`src/design/rfwa_pkg.sv`:
```
// Package with the shared types and constants of the ranging frame averaging block.
package rfwa_pkg;

  localparam int unsigned BYTE_W = 8;
  localparam int unsigned DIST_W = 16;
  // The weighted sum is at most 11 * 65535, which fits in 20 bits.
  localparam int unsigned SUM_W = 20;

  localparam logic [BYTE_W-1:0] HEADER_BYTE = 8'hA5;

  // Division by eleven as a multiply by ceil(2^24 / 11) and a right shift by 24.
  // The rounding error of the reciprocal is 6, and 6 * 720885 < 2^24, so the
  // quotient is exact over the whole range of the sum.
  localparam int unsigned RECIP_W = 21;
  localparam int unsigned RECIP_SHIFT = 24;
  localparam logic [RECIP_W-1:0] RECIP_11 = 21'd1525202;
  localparam int unsigned PROD_W = SUM_W + RECIP_W;

  typedef logic [BYTE_W-1:0] byte_t;
  typedef logic [DIST_W-1:0] dist_t;
  typedef logic [SUM_W-1:0] sum_t;
  typedef logic [PROD_W-1:0] prod_t;

  // One distance offered by the frame parser to the queue.
  typedef struct packed {
    logic  vld;
    dist_t distance;
  } push_t;

  // Queue status and head entry as seen by the averaging engine.
  typedef struct packed {
    logic  full;
    logic  empty;
    dist_t head;
  } fifo_stat_t;

endpackage

```
`src/design/rfwa_ifs.sv`:
```
// Handshake channel interfaces for the received bytes and the averaged results.
interface rfwa_byte_if import rfwa_pkg::*; ();
  logic  valid;
  logic  ready;
  byte_t rx_byte;

  modport source (output valid, output rx_byte, input ready);
  modport sink (input valid, input rx_byte, output ready);
endinterface

interface rfwa_result_if import rfwa_pkg::*; ();
  logic  valid;
  logic  ready;
  dist_t distance;
  dist_t average;

  modport source (output valid, output distance, output average, input ready);
  modport sink (input valid, input distance, input average, output ready);
endinterface

```
`src/design/rfwa_frame_parser.sv`:
```
// Front end: byte-level frame parser that pushes each completed distance into the queue.
module rfwa_frame_parser import rfwa_pkg::*; (
  input  logic       clk,
  input  logic       rst_n,
  input  logic       in_valid,
  input  byte_t      in_byte,
  output logic       in_ready,
  input  fifo_stat_t fifo_stat,
  output push_t      push
);

  typedef enum logic [1:0] {
    AWAIT_HDR,
    AWAIT_HI,
    AWAIT_LO
  } pos_t;

  pos_t  pos_r;
  byte_t high_r;
  logic  accept;

  // Only the low byte produces a queue entry, so only that byte waits on space.
  assign in_ready = !((pos_r == AWAIT_LO) && fifo_stat.full);
  assign accept   = in_valid && in_ready;

  assign push.vld      = accept && (pos_r == AWAIT_LO);
  assign push.distance = {high_r, in_byte};

  always_ff @(posedge clk) begin
    if (!rst_n) begin
      pos_r  <= AWAIT_HDR;
      high_r <= '0;
    end else if (accept) begin
      case (pos_r)
        AWAIT_HI: begin
          high_r <= in_byte;
          pos_r  <= AWAIT_LO;
        end
        AWAIT_LO: begin
          pos_r <= AWAIT_HDR;
        end
        default: begin
          // A byte that is not the header is dropped and we stay in sync search.
          pos_r <= (in_byte == HEADER_BYTE) ? AWAIT_HI : AWAIT_HDR;
        end
      endcase
    end
  end

  a_hdr_starts_frame: assert property (@(posedge clk) disable iff (!rst_n)
    (accept && (pos_r == AWAIT_HDR) && (in_byte == HEADER_BYTE)) |=> (pos_r == AWAIT_HI))
    else $error("header byte did not start a frame");

endmodule

```
`src/design/rfwa_dist_fifo.sv`:
```
// Short register queue of distances between the frame parser and the averaging engine.
module rfwa_dist_fifo import rfwa_pkg::*; #(
  parameter int unsigned DEPTH = 4
) (
  input  logic       clk,
  input  logic       rst_n,
  input  push_t      push,
  input  logic       pop,
  output fifo_stat_t stat
);

  localparam int unsigned AW = (DEPTH > 1) ? $clog2(DEPTH) : 1;
  localparam int unsigned CW = $clog2(DEPTH + 1);
  localparam logic [AW-1:0] LAST = AW'(DEPTH - 1);

  dist_t         mem_r [DEPTH];
  logic [AW-1:0] wr_ptr_r;
  logic [AW-1:0] rd_ptr_r;
  logic [CW-1:0] count_r;
  logic          do_push;
  logic          do_pop;

  assign stat.full  = (count_r == CW'(DEPTH));
  assign stat.empty = (count_r == '0);
  assign stat.head  = mem_r[rd_ptr_r];

  assign do_push = push.vld && !stat.full;
  assign do_pop  = pop && !stat.empty;

  always_ff @(posedge clk) begin
    if (do_push) begin
      mem_r[wr_ptr_r] <= push.distance;
    end
  end

  always_ff @(posedge clk) begin
    if (!rst_n) begin
      wr_ptr_r <= '0;
      rd_ptr_r <= '0;
      count_r  <= '0;
    end else begin
      if (do_push) begin
        wr_ptr_r <= (wr_ptr_r == LAST) ? '0 : wr_ptr_r + 1'b1;
      end
      if (do_pop) begin
        rd_ptr_r <= (rd_ptr_r == LAST) ? '0 : rd_ptr_r + 1'b1;
      end
      case ({do_push, do_pop})
        2'b10:   count_r <= count_r + 1'b1;
        2'b01:   count_r <= count_r - 1'b1;
        default: count_r <= count_r;
      endcase
    end
  end

  a_no_push_full: assert property (@(posedge clk) disable iff (!rst_n)
    push.vld |-> !stat.full)
    else $error("distance pushed into a full queue");

  a_no_pop_empty: assert property (@(posedge clk) disable iff (!rst_n)
    pop |-> !stat.empty)
    else $error("distance popped from an empty queue");

endmodule

```
`src/design/rfwa_avg_engine.sv`:
```
// Back end: history shift, weighted sum, and divide-by-eleven pipeline with output register.
module rfwa_avg_engine import rfwa_pkg::*; (
  input  logic       clk,
  input  logic       rst_n,
  input  fifo_stat_t fifo_stat,
  output logic       pop,
  output logic       out_valid,
  output dist_t      out_distance,
  output dist_t      out_average,
  input  logic       out_ready
);

  dist_t hist_r [4];
  logic  a_vld_r;
  sum_t  a_sum_r;
  dist_t a_dist_r;
  logic  b_vld_r;
  dist_t b_dist_r;
  dist_t b_avg_r;
  logic  a_rdy;
  logic  b_rdy;
  sum_t  sum;
  prod_t prod;

  assign b_rdy = !b_vld_r || out_ready;
  assign a_rdy = !a_vld_r || b_rdy;
  assign pop   = a_rdy && !fifo_stat.empty;

  // Weights 1,1,2,3,4 from the oldest stored distance up to the new one.
  assign sum = SUM_W'(hist_r[0]) + SUM_W'(hist_r[1])
             + (SUM_W'(hist_r[2]) << 1)
             + (SUM_W'(hist_r[3]) << 1) + SUM_W'(hist_r[3])
             + (SUM_W'(fifo_stat.head) << 2);

  assign prod = PROD_W'(a_sum_r) * PROD_W'(RECIP_11);

  always_ff @(posedge clk) begin
    if (!rst_n) begin
      hist_r  <= '{default: '0};
      a_vld_r <= 1'b0;
      b_vld_r <= 1'b0;
    end else begin
      if (pop) begin
        hist_r[0] <= hist_r[1];
        hist_r[1] <= hist_r[2];
        hist_r[2] <= hist_r[3];
        hist_r[3] <= fifo_stat.head;
        a_vld_r   <= 1'b1;
      end else if (b_rdy) begin
        a_vld_r <= 1'b0;
      end
      if (b_rdy) begin
        b_vld_r <= a_vld_r;
      end
    end
  end

  always_ff @(posedge clk) begin
    if (pop) begin
      a_sum_r  <= sum;
      a_dist_r <= fifo_stat.head;
    end
    if (a_vld_r && b_rdy) begin
      b_dist_r <= a_dist_r;
      b_avg_r  <= prod[RECIP_SHIFT +: DIST_W];
    end
  end

  assign out_valid    = b_vld_r;
  assign out_distance = b_dist_r;
  assign out_average  = b_avg_r;

  a_stall_holds_sum: assert property (@(posedge clk) disable iff (!rst_n)
    (a_vld_r && !b_rdy) |=> (a_vld_r && $stable(a_sum_r) && $stable(a_dist_r)))
    else $error("sum stage changed while stalled");

endmodule

```
`src/design/ranging_frame_weighted_average_top.sv`:
```
// Top level of the ranging frame parser with a five-tap weighted moving average.
//
// The block takes bytes of a ranging sensor link on in_ch and finds frames
// made of a 0xA5 header, a distance high byte and a
// distance low byte. A byte that is not 0xA5 where a header is expected is
// dropped; inside a frame every byte is data, 0xA5 included. Each complete
// frame yields one transfer on out_ch carrying the 16-bit distance and the
// weighted average (h0 + h1 + 2*h2 + 3*h3 + 4*distance) / 11, truncated, where
// h0..h3 are the four previous distances, oldest first, all zero after reset.
// The byte input takes one transfer per cycle, except that a low byte waits
// while the distance queue is full. A result passes through the distance
// queue, the weighted-sum register and then the output register, which
// holds the reciprocal multiply that stands in for the divide.
// Header and high bytes are always taken; a low byte waits only while the
// distance queue is full, which happens only while out_ch is held off, so
// FIFO_DEPTH sets how many finished frames the block absorbs under backpressure
// on top of the two in the pipeline. Synchronous active-low reset on rst_n.
module ranging_frame_weighted_average_top import rfwa_pkg::*; #(
  parameter int unsigned FIFO_DEPTH = 4
) (
  input  logic        clk,
  input  logic        rst_n,
  rfwa_byte_if.sink   in_ch,
  rfwa_result_if.source out_ch
);

  push_t      push;
  fifo_stat_t fifo_stat;
  logic       pop;

  // Front end: frame synchronization and distance assembly.
  rfwa_frame_parser u_parser (
    .clk       (clk),
    .rst_n     (rst_n),
    .in_valid  (in_ch.valid),
    .in_byte   (in_ch.rx_byte),
    .in_ready  (in_ch.ready),
    .fifo_stat (fifo_stat),
    .push      (push)
  );

  // Decouples the parser from the averaging pipeline so each can stall alone.
  rfwa_dist_fifo #(
    .DEPTH (FIFO_DEPTH)
  ) u_fifo (
    .clk   (clk),
    .rst_n (rst_n),
    .push  (push),
    .pop   (pop),
    .stat  (fifo_stat)
  );

  // Back end: history update, weighted sum and the divide by eleven.
  rfwa_avg_engine u_engine (
    .clk          (clk),
    .rst_n        (rst_n),
    .fifo_stat    (fifo_stat),
    .pop          (pop),
    .out_valid    (out_ch.valid),
    .out_distance (out_ch.distance),
    .out_average  (out_ch.average),
    .out_ready    (out_ch.ready)
  );

endmodule
```
`src/flat_wrapper.sv`:
```
// flat-port wrapper written by rule: the top's interface ports become plain ports
module ranging_frame_weighted_average_top_flat import rfwa_pkg::*;
#(
  parameter int unsigned FIFO_DEPTH = 4
)
  (clk, rst_n, in_ch_valid, in_ch_rx_byte, in_ch_ready, out_ch_valid, out_ch_distance, out_ch_average, out_ch_ready);
  rfwa_byte_if in_ch_i ();
  rfwa_result_if out_ch_i ();
  input  logic clk;
  input  logic rst_n;
  input wire logic [$bits(in_ch_i.valid)-1:0] in_ch_valid;
  input wire logic [$bits(in_ch_i.rx_byte)-1:0] in_ch_rx_byte;
  output wire logic [$bits(in_ch_i.ready)-1:0] in_ch_ready;
  output wire logic [$bits(out_ch_i.valid)-1:0] out_ch_valid;
  output wire logic [$bits(out_ch_i.distance)-1:0] out_ch_distance;
  output wire logic [$bits(out_ch_i.average)-1:0] out_ch_average;
  input wire logic [$bits(out_ch_i.ready)-1:0] out_ch_ready;
  assign in_ch_i.valid = in_ch_valid;
  assign in_ch_i.rx_byte = in_ch_rx_byte;
  assign in_ch_ready = in_ch_i.ready;
  assign out_ch_valid = out_ch_i.valid;
  assign out_ch_distance = out_ch_i.distance;
  assign out_ch_average = out_ch_i.average;
  assign out_ch_i.ready = out_ch_ready;
  ranging_frame_weighted_average_top #(.FIFO_DEPTH(FIFO_DEPTH)) u_core (.clk(clk), .rst_n(rst_n), .in_ch(in_ch_i), .out_ch(out_ch_i));
endmodule
```
`config.mk`:
```
export PLATFORM = sky130hd
export DESIGN_NAME = ranging_frame_weighted_average_top_flat
export DESIGN_NICKNAME = d
export VERILOG_FILES = /design/src/design/rfwa_pkg.sv /design/src/design/rfwa_ifs.sv /design/src/design/rfwa_frame_parser.sv /design/src/design/rfwa_dist_fifo.sv /design/src/design/rfwa_avg_engine.sv /design/src/design/ranging_frame_weighted_average_top.sv /design/src/flat_wrapper.sv
export SDC_FILE = /design/constraint.sdc
export NUM_CORES = 1
export LEC_CHECK = 0
export ABC_AREA = 1
export BUFFER_PORTS_ARGS = -buffer_cell sky130_fd_sc_hd__buf_2
export CORE_MARGIN = 4
export CORE_UTILIZATION = 50
export CTS_CLUSTER_DIAMETER = 150
export DETAILED_ROUTE_END_ITERATION = 10
export PLACE_DENSITY = 0.64
export SLEW_MARGIN = 20
export SYNTH_ARGS = -nofsm -noshare
export SYNTH_HDL_FRONTEND = slang
export SYNTH_HIERARCHICAL = 1
export SYNTH_SLANG_ARGS = --single-unit
export TNS_END_PERCENT = 5
```
`constraint.sdc`:
```
create_clock -name clk -period 7.3 [get_ports clk]
set_input_delay 0.73 -clock clk [delete_from_list [all_inputs] [get_ports clk]]
set_output_delay 0.73 -clock clk [all_outputs]
set_load 0.02 [all_outputs]
```
# Yosys cells after proc, flatten, opt, wreduce, memory -nomap -nowiden
# Memory sizes are Yosys's and may differ from the RTL's. A register that Yosys moved wholly into a read port is not among the register bits.
# Cells that the tools add are included.
# Widths: inputs -> output; s select.
word_totals:
  regBits: 151
  ramBits: 64
  input_bits: 12
  out_inout_bits: 34
  elab_cells: 63
  memories: 1
classes:
  addsub: 9
  multipliers: 1
  n_eq_ne: 8
  muxes: 11
  reduce_logical: 18
memory_table:
  columns: ["name", "depth", "width", "rd", "rd_ports_with_merged_regs", "wr", "line", "source"]
  rows:
  - ["u_core.u_fifo.mem_r", 4, 16, 1, 1, 1, "rfwa_dist_fifo.sv:16", "dist_t mem_r [DEPTH];"]
op_table:
  columns: ["cell", "n"]
  rows:
  - ["$mul 20x20->39 const B", 1]
  - ["$add 19x16->20", 1]
  - ["$add 20x18->20", 1]
  - ["$add 18x17->19", 1]
  - ["$add 17x17->18", 1]
  - ["$add 16x16->17", 1]
  - ["$eq 2x2->1 const B", 4]
  - ["$eq 8x8->1 const B", 1]
  - ["$mux 2", 4]
  - ["$logic_and 1x1->1", 7]
  - ["$pmux 3 s2", 1]
  - ["$logic_not 1->1", 5]
  - ["$mux 1", 5]
  - ["$add 2x1->2 const B", 2]
  - ["$eq 2x1->1 const B", 2]
  - ["$pmux 2 s2", 1]
  - ["$reduce_bool 2->1", 2]
  - ["$add 3x1->3 const B", 1]
  - ["$eq 3x3->1 const B", 1]
  - ["$logic_not 3->1", 1]
  - ["$sub 3x1->3 const B", 1]
  - ["$logic_or 1x1->1", 2]
  - ["$reduce_and 2->1", 1]

# Longest topological paths before layout
# Gate-level depths: netlist of run 1.
logic_depth:
  ltp_word: 8
  mapped_depth: 24
  mapped_depth_nobuf: 24

# Modules after synthesis
# The synthesis of run 1 kept the hierarchy.
modules_own_cells:
  columns: ["mod", "instances", "cells_each", "area_each_um2", "seq_area_each_um2"]
  rows:
  - ["rfwa_avg_engine", 1, 1633, 14945.6, 3363.2]
  - ["rfwa_dist_fifo", 1, 225, 2852.7, 2102.0]
  - ["rfwa_frame_parser", 1, 70, 619.3, 200.2]

# Worst setup path after synthesis of run 1
# Ideal clock, no wire load.
synth_timing:
  kind: "register to register"
  start: "reg u_core.u_engine.a_sum_r[11]"
  end: "reg u_core.u_engine.b_avg_r[9], in the netlist u_core/u_engine/out_average[9] (data pin)"
  setup_time_ns: 0.252
  t_arrival_ns: 5.068
  t_required_ns: 7.048
  slack_ns: 1.979
  stages_incl_launch_ff: 21
  path_buffers: 0
  synth_period_minus_slack_ns: 5.321
  path_cell_list: "edfxtp_1 fa_1 ha_1 inv_1 fa_1 fa_1 inv_1 fa_1 fa_1 inv_1 fa_1 inv_1 ha_1 a21o_1 o21bai_1 a21oi_2 nor2_1 nor2_1 nand2_1 nand2_1 nand2_1"
synth_via:
  elab_chain_cells: 1
synth_lines:
  columns: ["item", "line", "source"]
  rows:
  - ["start: declaration", "rfwa_avg_engine.sv:15", "sum_t a_sum_r;"]
  - ["start signal: assignment", "rfwa_avg_engine.sv:60", "a_sum_r <= sum;"]
  - ["$mul 20x20->39", "rfwa_avg_engine.sv:35", "assign prod = PROD_W'(a_sum_r) * PROD_W'(RECIP_11);"]
  - ["via u_core.u_engine.prod[33]", "rfwa_avg_engine.sv:23", "prod_t prod;"]
  - ["end signal: assignment", "rfwa_avg_engine.sv:65", "b_avg_r <= prod[RECIP_SHIFT +: DIST_W];"]
  - ["end: declaration", "rfwa_avg_engine.sv:19", "dist_t b_avg_r;"]
# The timed path passes the listed nets, and every way through them passes these cells.
# A chain may end at the register's enable or synchronous reset.

# Worst setup path after layout of run 1
# Ends and elaborated chain as after synthesis.

==> summary.md, run 1 <==
| Metric | Value |
|---|---|
| Status | `complete, no violations` |
| CTS sink count | `217` |
| Sequential fraction of the synthesis area | `30.76%` |
| Largest fanout on the critical path | `11` |
| RR Startpoint | `u_core/u_engine/a_sum_r[11]` |
| Setup TNS | `0 ns` |
| Asr flop ratio synth | `0%` |
| Die footprint | `39970 µm²` |
| Delay-heaviest family, CP | `adder cells` |
| Wire per inst | `17.32 µm` |
| Total grt overflow | `0` |
| Net Count, Synth | `2388` |
| Largest net degree at the start of global routing | `98` |
| Core ar. | `36430 µm²` |
| Hold_sp | `u_core/u_engine/a_dist_r[8]` |
| #FFs+latches synth | `217` |
| CTS Root Cell | `clkbuf_16` |
| Fmax | `170.3 MHz` |
| Gr usage total | `22.02%` |
| Power Density | `416.8 nW/µm²` |
| Largest cells by area after synthesis | `edfxtp_1, fa_1, ha_1` |
| Flop-to-flop setup slack | `1.43 ns` |
| Syn Area/Cell | `9.553 µm²` |
| Clock slew at reported path FFs | `0.06 ns` |
| First-pass iteration count of the detailed router | `5` |
| First-pass GRT wire length | `69370 µm` |
| Antenna violations before repair | `0` |
| WP data arrival | `6.18 ns` |
| Netlist cell types | `43` |
| Critical path class | `reg2reg` |
| Die W | `199.9 µm` |
| Die Height | `199.9 µm` |
| Maximum clock insertion buffer count | `3` |
| Setup WS pre-CTS | `1.400 ns` |
| Total CTS buffers | `25` |
| Skew-Pair Late Insertion Delay | `0.55 ns` |
| Vias/cell | `5.194` |
| HPWL after DPL | `33840 µm` |
| # diodes | `0` |
| VDD IR max | `0.0003620 V` |
| CP required | `7.60 ns` |
| Max Clock Skew | `0.01043 ns` |
| Relative slew slack | `32.60%` |
| ANT nets after route | `0` |
| R2r worst-path depth | `20` |
| Most used cell, CP | `fa_1` |
| Ys Warns | `6` |
| Main synth FF type | `edfxtp_1` |
| Hold Fails Final Rpt | `0` |
| P_leak | `9.620 nW` |
| Setup crit start kind | `flop` |
| Final wirelength | `42540 µm` |
| Setup Viol. Count Final | `0` |
| Post-CTS setup buffer count | `0` |
| Routed vias | `12760` |
| CTS tree | `built` |
| Max-slew violation count | `0` |
| Port bufs | `45` |
| Io pins | `46` |
| Nets | `2429` |
| Worst Slack Setup Final | `1.429 ns` |
| Synthesized area | `18420 µm²` |
| CP max stage cell | `edfxtp_1` |
| Initial Util | `50.55%` |
| EDFF count, synth | `132` |
| Area leader, netlist | `edfxtp_1` |
| CP cell instances | `fa_1 -> ha_1 -> inv_1 -> fa_1 -> fa_1 -> inv_1 -> fa_1 -> fa_1 -> inv_1 -> fa_1 -> inv_1 -> ha_1 -> a21o_1 -> o21bai_1 -> a21oi_2 -> nor2_1 -> nor2_1 -> nand2_1 -> nand2_1 -> nand2_1` |
| Post-Synthesis Cells | `1928` |
| Period utilisation layout | `80.42%` |
| RSZ-0062 raised after global routing | `no` |
| Buf+Inv Stages, Crit Path | `4` |
| Max-Cap Viols | `0` |
| Number of global-route vias before repair | `13150` |
| Endpoint type of the worst setup path | `flop` |
| Synth top area share | `21.52%` |
| Slew @ Worst Pin | `1.010 ns` |
| H-tree lvl count | `1` |
| Rows | `70` |
| WHS Path Cells | `0` |
| Max incr delay on CP | `0.84 ns` |
| # fillers | `3253` |
| Share of post-route cells with drive strength above 1 | `6.891%` |
| Area delta synth->final | `8.309%` |
| RePlAce Congestion | `0.9009` |
| Cts repair resizes | `0` |
| Reg2reg end | `u_core/u_engine/out_average[9]` |
| Hold WC Path Type | `reg2reg` |
| CTS Hold Bufs | `0` |
| DR iter-0 viols | `578` |
| Hold path endpoint | `u_core/u_engine/out_distance[8]` |
| Residual DRC | `0` |
| Period minus WS final | `5.871 ns` |
[logic make-up (layout without fill, tap and decap cells)]
group	count (synthesis)	in the layout	share of synthesized area [%]
AND/OR/NAND/NOR	508	508	11.37
AO/OA/AOI/OAI	295	295	9.035
adder cells (fa/ha/maj)	448	448	38.14
flip-flops	217	217	30.76
buffers and inverters	427	487	9.124
XOR/XNOR	33	33	1.569
[through the flow]
step	area (µm²)	util, %	power [mW]	hold WS [ns]	instances
floorplan	18420	-	5.457	0.4003	1928
global placement	19090	52.39	6.991	0.4023	2410
detailed placement	19090	52.39	7.030	0.4045	2410
CTS	19940	54.74	8.400	0.4131	2456
global route	19950	54.75	9.161	0.4262	2456
finish	19950	54.75	8.314	0.4191	2456
[worst max path at each step]
stage	cells past startpoint	slack [ns]	endpoint	start
6_report	20	1.43	u_core/u_engine/out_average[9]	u_core/u_engine/a_sum_r[11]
5_1_grt	21	1.10	u_core/u_engine/out_average[13]	u_core/u_engine/a_sum_r[13]
4_1_cts	19	1.39	u_core/u_engine/out_average[11]	u_core/u_engine/a_sum_r[11]
3_5_place_dp	19	1.40	u_core/u_engine/out_average[11]	u_core/u_engine/a_sum_r[11]
3_3_place_gp	19	1.38	u_core/u_engine/out_average[11]	u_core/u_engine/a_sum_r[11]
2_1_floorplan	20	1.98	u_core/u_engine/out_average[9]	u_core/u_engine/a_sum_r[11]
[layout make-up]
| type | instances | area [µm²] | area share, % |
|---|---|---|---|
| well taps | 468 | 585.6 | 2.935 |
| repair buffers | 52 | 281.5 | 1.411 |
| flip-flops and latches | 217 | 5665 | 28.40 |
| clock buffers | 30 | 654.4 | 3.280 |
| inverters | 389 | 1464 | 7.339 |
| clock inverters | 16 | 201.4 | 1.010 |
| multi-input cells | 1284 | 11100 | 55.62 |
[routing by layer]
metal	part of all wire, %	vias to the layer above	track usage (%)	wire [µm]
li1	-	6305	-	-
met1	41	6153	27.61	17520
met2	52	239	40.41	22230
met3	3.2	60	2.064	1358
met4	3.4	0	6.843	1431
met5	0	-	0	0
[cells in the final DEF, fill, tap and decap left out, types with 12 or more instances in the layout]
cell type  netlist  layout
nand2_1        236     235
o21ai_0         96      96
clkbuf_16        0      25
xor2_1          19      19
fa_1           189     189
nor2_1         185     181
inv_1          383     383
edfxtp_1       132     132
buf_2           11      45
a21oi_1        100      99
xnor2_1         14      14
a21o_1          12      12
o22ai_1         16      16
ha_1           259     259
o21ai_1         34      34
dfxtp_1         85      85
nand3_1         46      46
[Yosys cell counts (3+ instances only)]
cell type / number
dfxtp_1: 85
nand2_1: 236
ha_1: 259
buf_4: 10
o22ai_1: 16
a31oi_1: 7
inv_1: 383
nor2_1: 185
inv_2: 5
buf_2: 11
clkbuf_1: 14
nand3_2: 7
a21boi_2: 8
o21a_1: 4
xnor2_1: 14
xor2_1: 19
a21oi_1: 100
nor2_2: 3
o21ai_1: 34
a21o_1: 12
nand3b_1: 3
nor3_1: 10
nand3_1: 46
o21bai_1: 8
o21ai_2: 4
nand4_1: 8
nand2_2: 5
fa_1: 189
edfxtp_1: 132
o21ai_0: 96
[where the power goes]
part           switching, mW  internal [mW]  total [mW]
sequential            0.0428           1.47        1.51
combinational           3.57           1.93        5.50
clock                  0.520          0.785        1.30
[registers in the layout (all words and copies together) (netlist names), named ones only]
signal	count
u_core/u_fifo/mem_r	64
u_core/u_parser/high_r	8
u_core/u_engine/out_valid	1
u_core/u_engine/a_vld_r	1
u_core/u_engine/out_average	16
u_core/u_fifo/rd_ptr_r	2
u_core/u_fifo/wr_ptr_r	2
u_core/u_engine/a_sum_r	20
u_core/u_engine/out_distance	16
u_core/u_engine/hist_r	64
u_core/u_parser/pos_r	2
u_core/u_fifo/count_r	3
u_core/u_engine/a_dist_r	16
(Power assumes the default switching activity.)
==> run 2: changes to the inputs <==
- PLACE_DENSITY: 0.64 -> 0.67
- clock period: 7.3 -> 5.29 ns (I/O delays scaled with it)
==> summary.md, run 2 (synthesized netlist as in run 1, its figures left out) <==
| Metric | Value |
|---|---|
| Status | `finished with violations` |
| CP max stage cell | `fa_2` |
| Reg2reg end | `u_core/u_engine/out_average[2]` |
| Core ar. | `36430 µm²` |
| Met3 WL | `1235 µm` |
| Relative slew slack | `37.40%` |
| Internal power | `8.031 mW` |
| Final Util | `59.35%` |
| Period minus WS final | `5.342 ns` |
| Die footprint | `39970 µm²` |
| Max-slew violation count | `0` |
| Top Registers | `u_core/u_engine/hist_r: 64 flops, u_core/u_fifo/mem_r: 64 flops, u_core/u_engine/a_sum_r: 20 flops` |
| Wire per inst | `16.24 µm` |
| Hold_sp | `in_ch_rx_byte[4]` |
| First-pass iteration count of the detailed router | `5` |
| Clock power share | `10.8%` |
| Largest net degree at the start of global routing | `83` |
| Fin area | `21620 µm²` |
| Delay-heaviest family, CP | `adder cells` |
| R2r worst-path depth | `19` |
| ANT nets after route | `0` |
| CP required | `5.57 ns` |
| Antenna violations before repair | `0` |
| CP cell instances | `buf_6 -> buf_4 -> ha_1 -> inv_1 -> fa_1 -> inv_1 -> fa_1 -> fa_2 -> fa_1 -> fa_1 -> ha_4 -> ha_4 -> buf_4 -> nand2_2 -> o21ai_1 -> o21bai_1 -> a21oi_1 -> nand2_1 -> xor2_1` |
| Io pins | `46` |
| RePlAce Congestion | `0.9326` |
| RSZ-0062 raised after global routing | `yes` |
| Flop-to-flop setup slack | `-0.05 ns` |
| CTS sink count | `217` |
| Skew-Pair Late Insertion Delay | `0.54 ns` |
| Comb pwr share | `75.5%` |
| Number of global-route vias before repair | `13950` |
| Vias/cell | `5.166` |
| Critical path class | `reg2reg` |
| WP data arrival | `5.62 ns` |
| DR iter-0 viols | `544` |
| CTS tree | `built` |
| Initial Util | `50.55%` |
| Placed Area | `19900 µm²` |
| Area delta synth->final | `17.41%` |
| VDD IR max | `0.0006336 V` |
| Max incr delay on CP | `0.55 ns` |
| Hold path endpoint | `u_core/u_fifo/mem_r[1][4]` |
| WHS Path Cells | `1` |
| Setup Viol. Count Final | `5` |
| Rows | `70` |
| Fmax | `187.2 MHz` |
| Period utilisation layout | `101.0%` |
| Hold Fails Final Rpt | `0` |
| Highest metal used | `met4` |
| CTS Hold Bufs | `0` |
| Commonest non-fill, non-tap cell in the layout | `inv_1` |
| # diodes | `0` |
| Max Clock Skew | `0.01115 ns` |
| CP Depth | `19` |
| Total grt overflow | `0` |
| Most frequent cells in the layout | `inv_1, ha_1, nand2_1` |
| HPWL after DPL | `33590 µm` |
| H-tree lvl count | `1` |
| Metal-1 WL | `17310 µm` |
| Hold WC Path Type | `in2reg` |
| Endpoint type of the worst setup path | `flop` |
| Sequential fraction of design power | `13.7%` |
| Die W | `199.9 µm` |
| Switching share of power | `46.51%` |
| Gr usage total | `21.42%` |
| Buf+Inv Stages, Crit Path | `5` |
| Most used cell, CP | `fa_1` |
| Residual DRC | `0` |
| Die Height | `199.9 µm` |
| CTS Root Cell | `clkbuf_16` |
| Max-Cap Viols | `0` |
| Port bufs | `45` |
| Share of post-route cells with drive strength above 1 | `18.28%` |
| WL met2 | `21810 µm` |
| RR Startpoint | `u_core/u_engine/a_sum_r[8]` |
| Failing checks | `setup timing` |
| Final wirelength | `42070 µm` |
| Setup crit start kind | `flop` |
| P_leak | `10.30 nW` |
| Power Density | `694.4 nW/µm²` |
| Slew @ Worst Pin | `0.9379 ns` |
| First-pass GRT wire length | `68630 µm` |
| Routed vias | `13380` |
| Nets | `2563` |
| Largest fanout on the critical path | `4` |
| Worst Slack Setup Final | `-0.05231 ns` |
| Maximum clock insertion buffer count | `3` |
| Clock slew at reported path FFs | `0.06 ns` |
| Total CTS buffers | `25` |
| # fillers | `3010` |
| Switch Pwr | `6.984 mW` |
[run 2: cell count changes in the layout (fill, tap and decap cells not counted), moves of 8 or more]
cell / delta
inv_1: -15
nand2_1: -23
inv_2: +14
a21oi_2: +15
ha_1: -26
buf_4: +119
a21oi_1: -17
ha_4: +25
nand2_2: +17
nor2_2: +15
nor2_1: -23
nor2_4: +8
buf_6: +13
nand3_1: -8
[run 2: final cells by class]
| cell class | instances | area (µm²) | area share, % |
|---|---|---|---|
| clock inverters | 10 | 97.59 | 0.4513 |
| multi-input cells | 1284 | 11780 | 54.48 |
| flip-flops and latches | 217 | 5665 | 26.20 |
| clock buffers | 36 | 666.9 | 3.084 |
| repair buffers | 186 | 1361 | 6.295 |
| inverters | 389 | 1466 | 6.781 |
| well taps | 468 | 585.6 | 2.708 |
[run 2: layer usage]
| layer | GRT usage (%) | vias to the layer above |
|---|---|---|
| met4 | 7.799 | 0 |
| met2 | 39.52 | 254 |
| met1 | 26.02 | 6491 |
| met3 | 2.199 | 84 |
| li1 | - | 6550 |
| met5 | 0 | - |
[run 2: how the worst max path moves through the flow]
stage,from,end,slack (ns)
5_1_grt,u_core/u_engine/a_sum_r[12],u_core/u_engine/out_average[10],-0.21
3_5_place_dp,u_core/u_engine/a_sum_r[9],u_core/u_engine/out_average[11],-0.33
2_1_floorplan,u_core/u_engine/a_sum_r[11],u_core/u_engine/out_average[9],-0.02
3_3_place_gp,u_core/u_engine/a_sum_r[9],u_core/u_engine/out_average[11],-0.30
4_1_cts,u_core/u_engine/a_sum_r[12],u_core/u_engine/out_average[15],-0.04
6_report,u_core/u_engine/a_sum_r[8],u_core/u_engine/out_average[2],-0.05
[run 2: power by group through the flow]
stage                     Clock [mW]  Sequential (mW)  Combinational (mW)
final                           1.62             2.06                11.3
after global routing            1.73             2.06                12.5
after CTS                       1.66             2.06                9.86
after detailed placement           0             2.10                8.64
after global placement             0             2.10                8.58
after floorplan                    0             2.12                5.41
[run 2: through the flow]
step / setup WS (ns) / instances / total power [mW] / setup TNS [ns] / hold WS, ns
global placement: -0.2990 / 2518 / 10.67 / -1.785 / 0.4026
finish: -0.05231 / 2590 / 15.02 / -0.1630 / 0.2549
detailed placement: -0.3267 / 2518 / 10.74 / -2.471 / 0.4093
global route: -0.2068 / 2590 / 16.32 / -2.439 / 0.2440
floorplan: -0.01807 / 1928 / 7.528 / -0.01807 / 0.4003
CTS: -0.04082 / 2581 / 13.58 / -0.1662 / 0.2303
[run 2: repair_timing]
action,4_1_cts,5_1_grt
setup buffers,17,10
gates cloned,0,0
gates resized for setup,66,99
pin swaps,32,66
setup endpoints to repair,16,21
==> run 3: changes to the inputs <==
- CORE_ASPECT_RATIO: default -> 1.5
- CORE_UTILIZATION: 50 -> 45
- CTS_BUF_LIST: default -> sky130_fd_sc_hd__clkbuf_16
- PLACE_DENSITY: 0.67 -> 0.61
==> summary.md, run 3 (synthesized netlist as in run 1, its figures left out) <==
| Metric | Value |
|---|---|
| Status | `complete, no violations` |
| Total CTS buffers | `23` |
| Nets | `2562` |
| Fmax | `189.1 MHz` |
| Routed vias | `13320` |
| HPWL after DPL | `36170 µm` |
| Placed Area | `20080 µm²` |
| VDD IR max | `0.0005790 V` |
| Max-Cap Viols | `0` |
| Met2 usage | `41.51%` |
| Switching share of power | `46.24%` |
| CP required | `5.59 ns` |
| H-tree lvl count | `1` |
| ANT nets after route | `0` |
| Final wirelength | `44240 µm` |
| Flop-to-flop setup slack | `0.0007 ns` |
| Number of global-route vias before repair | `14330` |
| Slew @ Worst Pin | `0.9634 ns` |
| Max Clock Skew | `0.02813 ns` |
| Vias/cell | `5.072` |
| RePlAce Congestion | `0.9157` |
| Switch Pwr | `6.663 mW` |
| Maximum clock insertion buffer count | `3` |
| Reg2reg end | `u_core/u_engine/out_average[6]` |
| RSZ-0062 raised after global routing | `yes` |
| CP Capture Point | `u_core/u_engine/out_average[6]` |
| Io pins | `46` |
| Setup WS pre-CTS | `-0.3384 ns` |
| Wire per inst | `16.85 µm` |
| Critical path class | `reg2reg` |
| Die W | `173.2 µm` |
| Hold WC Path Type | `in2reg` |
| Relative slew slack | `35.71%` |
| First-pass GRT wire length | `71940 µm` |
| Initial Util | `45.69%` |
| P_leak | `10.31 nW` |
| Area delta synth->final | `16.47%` |
| Antenna violations before repair | `0` |
| Skew-Pair Late Insertion Delay | `0.54 ns` |
| Worst Slack Setup Final | `0.0006697 ns` |
| Power Density | `671.7 nW/µm²` |
| WHS Path Cells | `1` |
| GR Util met1 | `19.96%` |
| DR iter-0 viols | `515` |
| Comb pwr share | `73.7%` |
| Gr usage total | `20.10%` |
| Worst setup startpoint | `u_core/u_engine/a_sum_r[12]` |
| Clock slew at reported path FFs | `0.06 ns` |
| CTS sink count | `217` |
| RR Startpoint | `u_core/u_engine/a_sum_r[12]` |
| Period utilisation layout | `99.99%` |
| Share of post-route cells with drive strength above 1 | `16.75%` |
| CTS tree | `built` |
| Final Util | `53.21%` |
| First-pass iteration count of the detailed router | `5` |
| Residual DRC | `0` |
| Most frequent cells in the layout | `inv_1, ha_1, nand2_1` |
| Most used routing layer | `met2` |
| Die Height | `255.8 µm` |
| GR Layer Usage met3 | `1.788%` |
| Rows | `90` |
| # diodes | `0` |
| Die footprint | `44300 µm²` |
| Largest fanout on the critical path | `4` |
| WP data arrival | `5.59 ns` |
| Port bufs | `45` |
| Sequential fraction of design power | `14.3%` |
| Clock power share | `12.0%` |
| Total grt overflow | `0` |
| Setup Viol. Count Final | `0` |
| Period minus WS final | `5.289 ns` |
| Max-slew violation count | `0` |
| CTS Root Cell | `clkbuf_16` |
| Largest net degree at the start of global routing | `71` |
| Top Registers | `u_core/u_engine/hist_r: 64 flops, u_core/u_fifo/mem_r: 64 flops, u_core/u_engine/a_sum_r: 20 flops` |
| Fin area | `21450 µm²` |
| Endpoint type of the worst setup path | `flop` |
| Internal power | `7.745 mW` |
| Core ar. | `40310 µm²` |
| Hold_sp | `in_ch_rx_byte[7]` |
| Hold Fails Final Rpt | `0` |
| R2r worst-path depth | `19` |
| Commonest non-fill, non-tap cell in the layout | `inv_1` |
| Setup crit start kind | `flop` |
-- run 3: changes by cell type in the layout (fill, tap and decap cells not counted), moves of 7 or more --
cell and change:
clkbuf_1 -11, inv_2 -7, inv_1 +14, nor2_4 -7, ha_4 -11, buf_4 +9, buf_6 -9, nor2_1 +10
ha_1 +8
-- run 3: layout make-up --
cell class	instances	area, µm²
timing repair buffer	187	1348
fill	3683	18860
clock buffer	24	600.6
inverter	389	1464
tap	506	633.1
clock inverter	18	202.7
multi-input combinational	1284	11540
sequential	217	5665
-- run 3: worst min path at each step --
| stage | to | slack (ns) |
|---|---|---|
| after floorplan | u_core/u_engine/out_distance[0] | 0.40 |
| after global placement | u_core/u_engine/out_distance[6] | 0.40 |
| after detailed placement | u_core/u_engine/out_distance[14] | 0.40 |
| after CTS | u_core/u_fifo/mem_r[0][7] | 0.22 |
| after global routing | u_core/u_fifo/mem_r[0][7] | 0.23 |
| final | u_core/u_fifo/mem_r[2][7] | 0.25 |
-- run 3: repair_timing --
item,CTS,global route
setup buffers,11,3
pin swaps,34,18
hold buffers,0,0
endpoints found under the setup margin,16,22
gates resized for setup,61,52
-- run 3: power by group through the flow --
| stage | sequential, mW | clock (mW) | combinational (mW) |
|---|---|---|---|
| CTS | 2.06 | 1.77 | 10.0 |
| global route | 2.06 | 1.84 | 11.9 |
| finish | 2.06 | 1.73 | 10.6 |
| floorplan | 2.12 | 0 | 5.41 |
| global placement | 2.09 | 0 | 8.74 |
| detailed placement | 2.09 | 0 | 8.82 |
-- run 3: critical path, cell delays in order (launching register included) --
cell      delay, ns
edfxtp_1       0.49
fa_1           0.55
ha_4           0.29
inv_2          0.03
fa_2           0.52
inv_2          0.04
fa_2           0.53
fa_2           0.42
fa_1           0.48
inv_1          0.05
fa_1           0.51
inv_2          0.05
ha_4           0.30
nand2_2        0.07
nor2_1         0.11
inv_2          0.07
o21a_1         0.19
or2_1          0.23
nand4_1        0.09
nand2_1        0.05
-- run 3: through the flow --
stage	total power, mW	TNS (ns)	std cells	hold WS (ns)
final	14.41	0	2625	0.2489
after global routing	15.77	-2.622	2625	0.2321
after CTS	13.83	-0.008312	2622	0.2188
after detailed placement	10.92	-2.727	2569	0.4045
after global placement	10.84	-1.321	2569	0.4008
after floorplan	7.528	-0.01807	1928	0.4003
-- run 3: metal layers --
layer  vias to the layer above  share of wire [%]
li1                       6559                  -
met1                      6462                 35
met2                       211                 58
met3                        83                2.3
met4                         0                4.6
met5                         -                  0
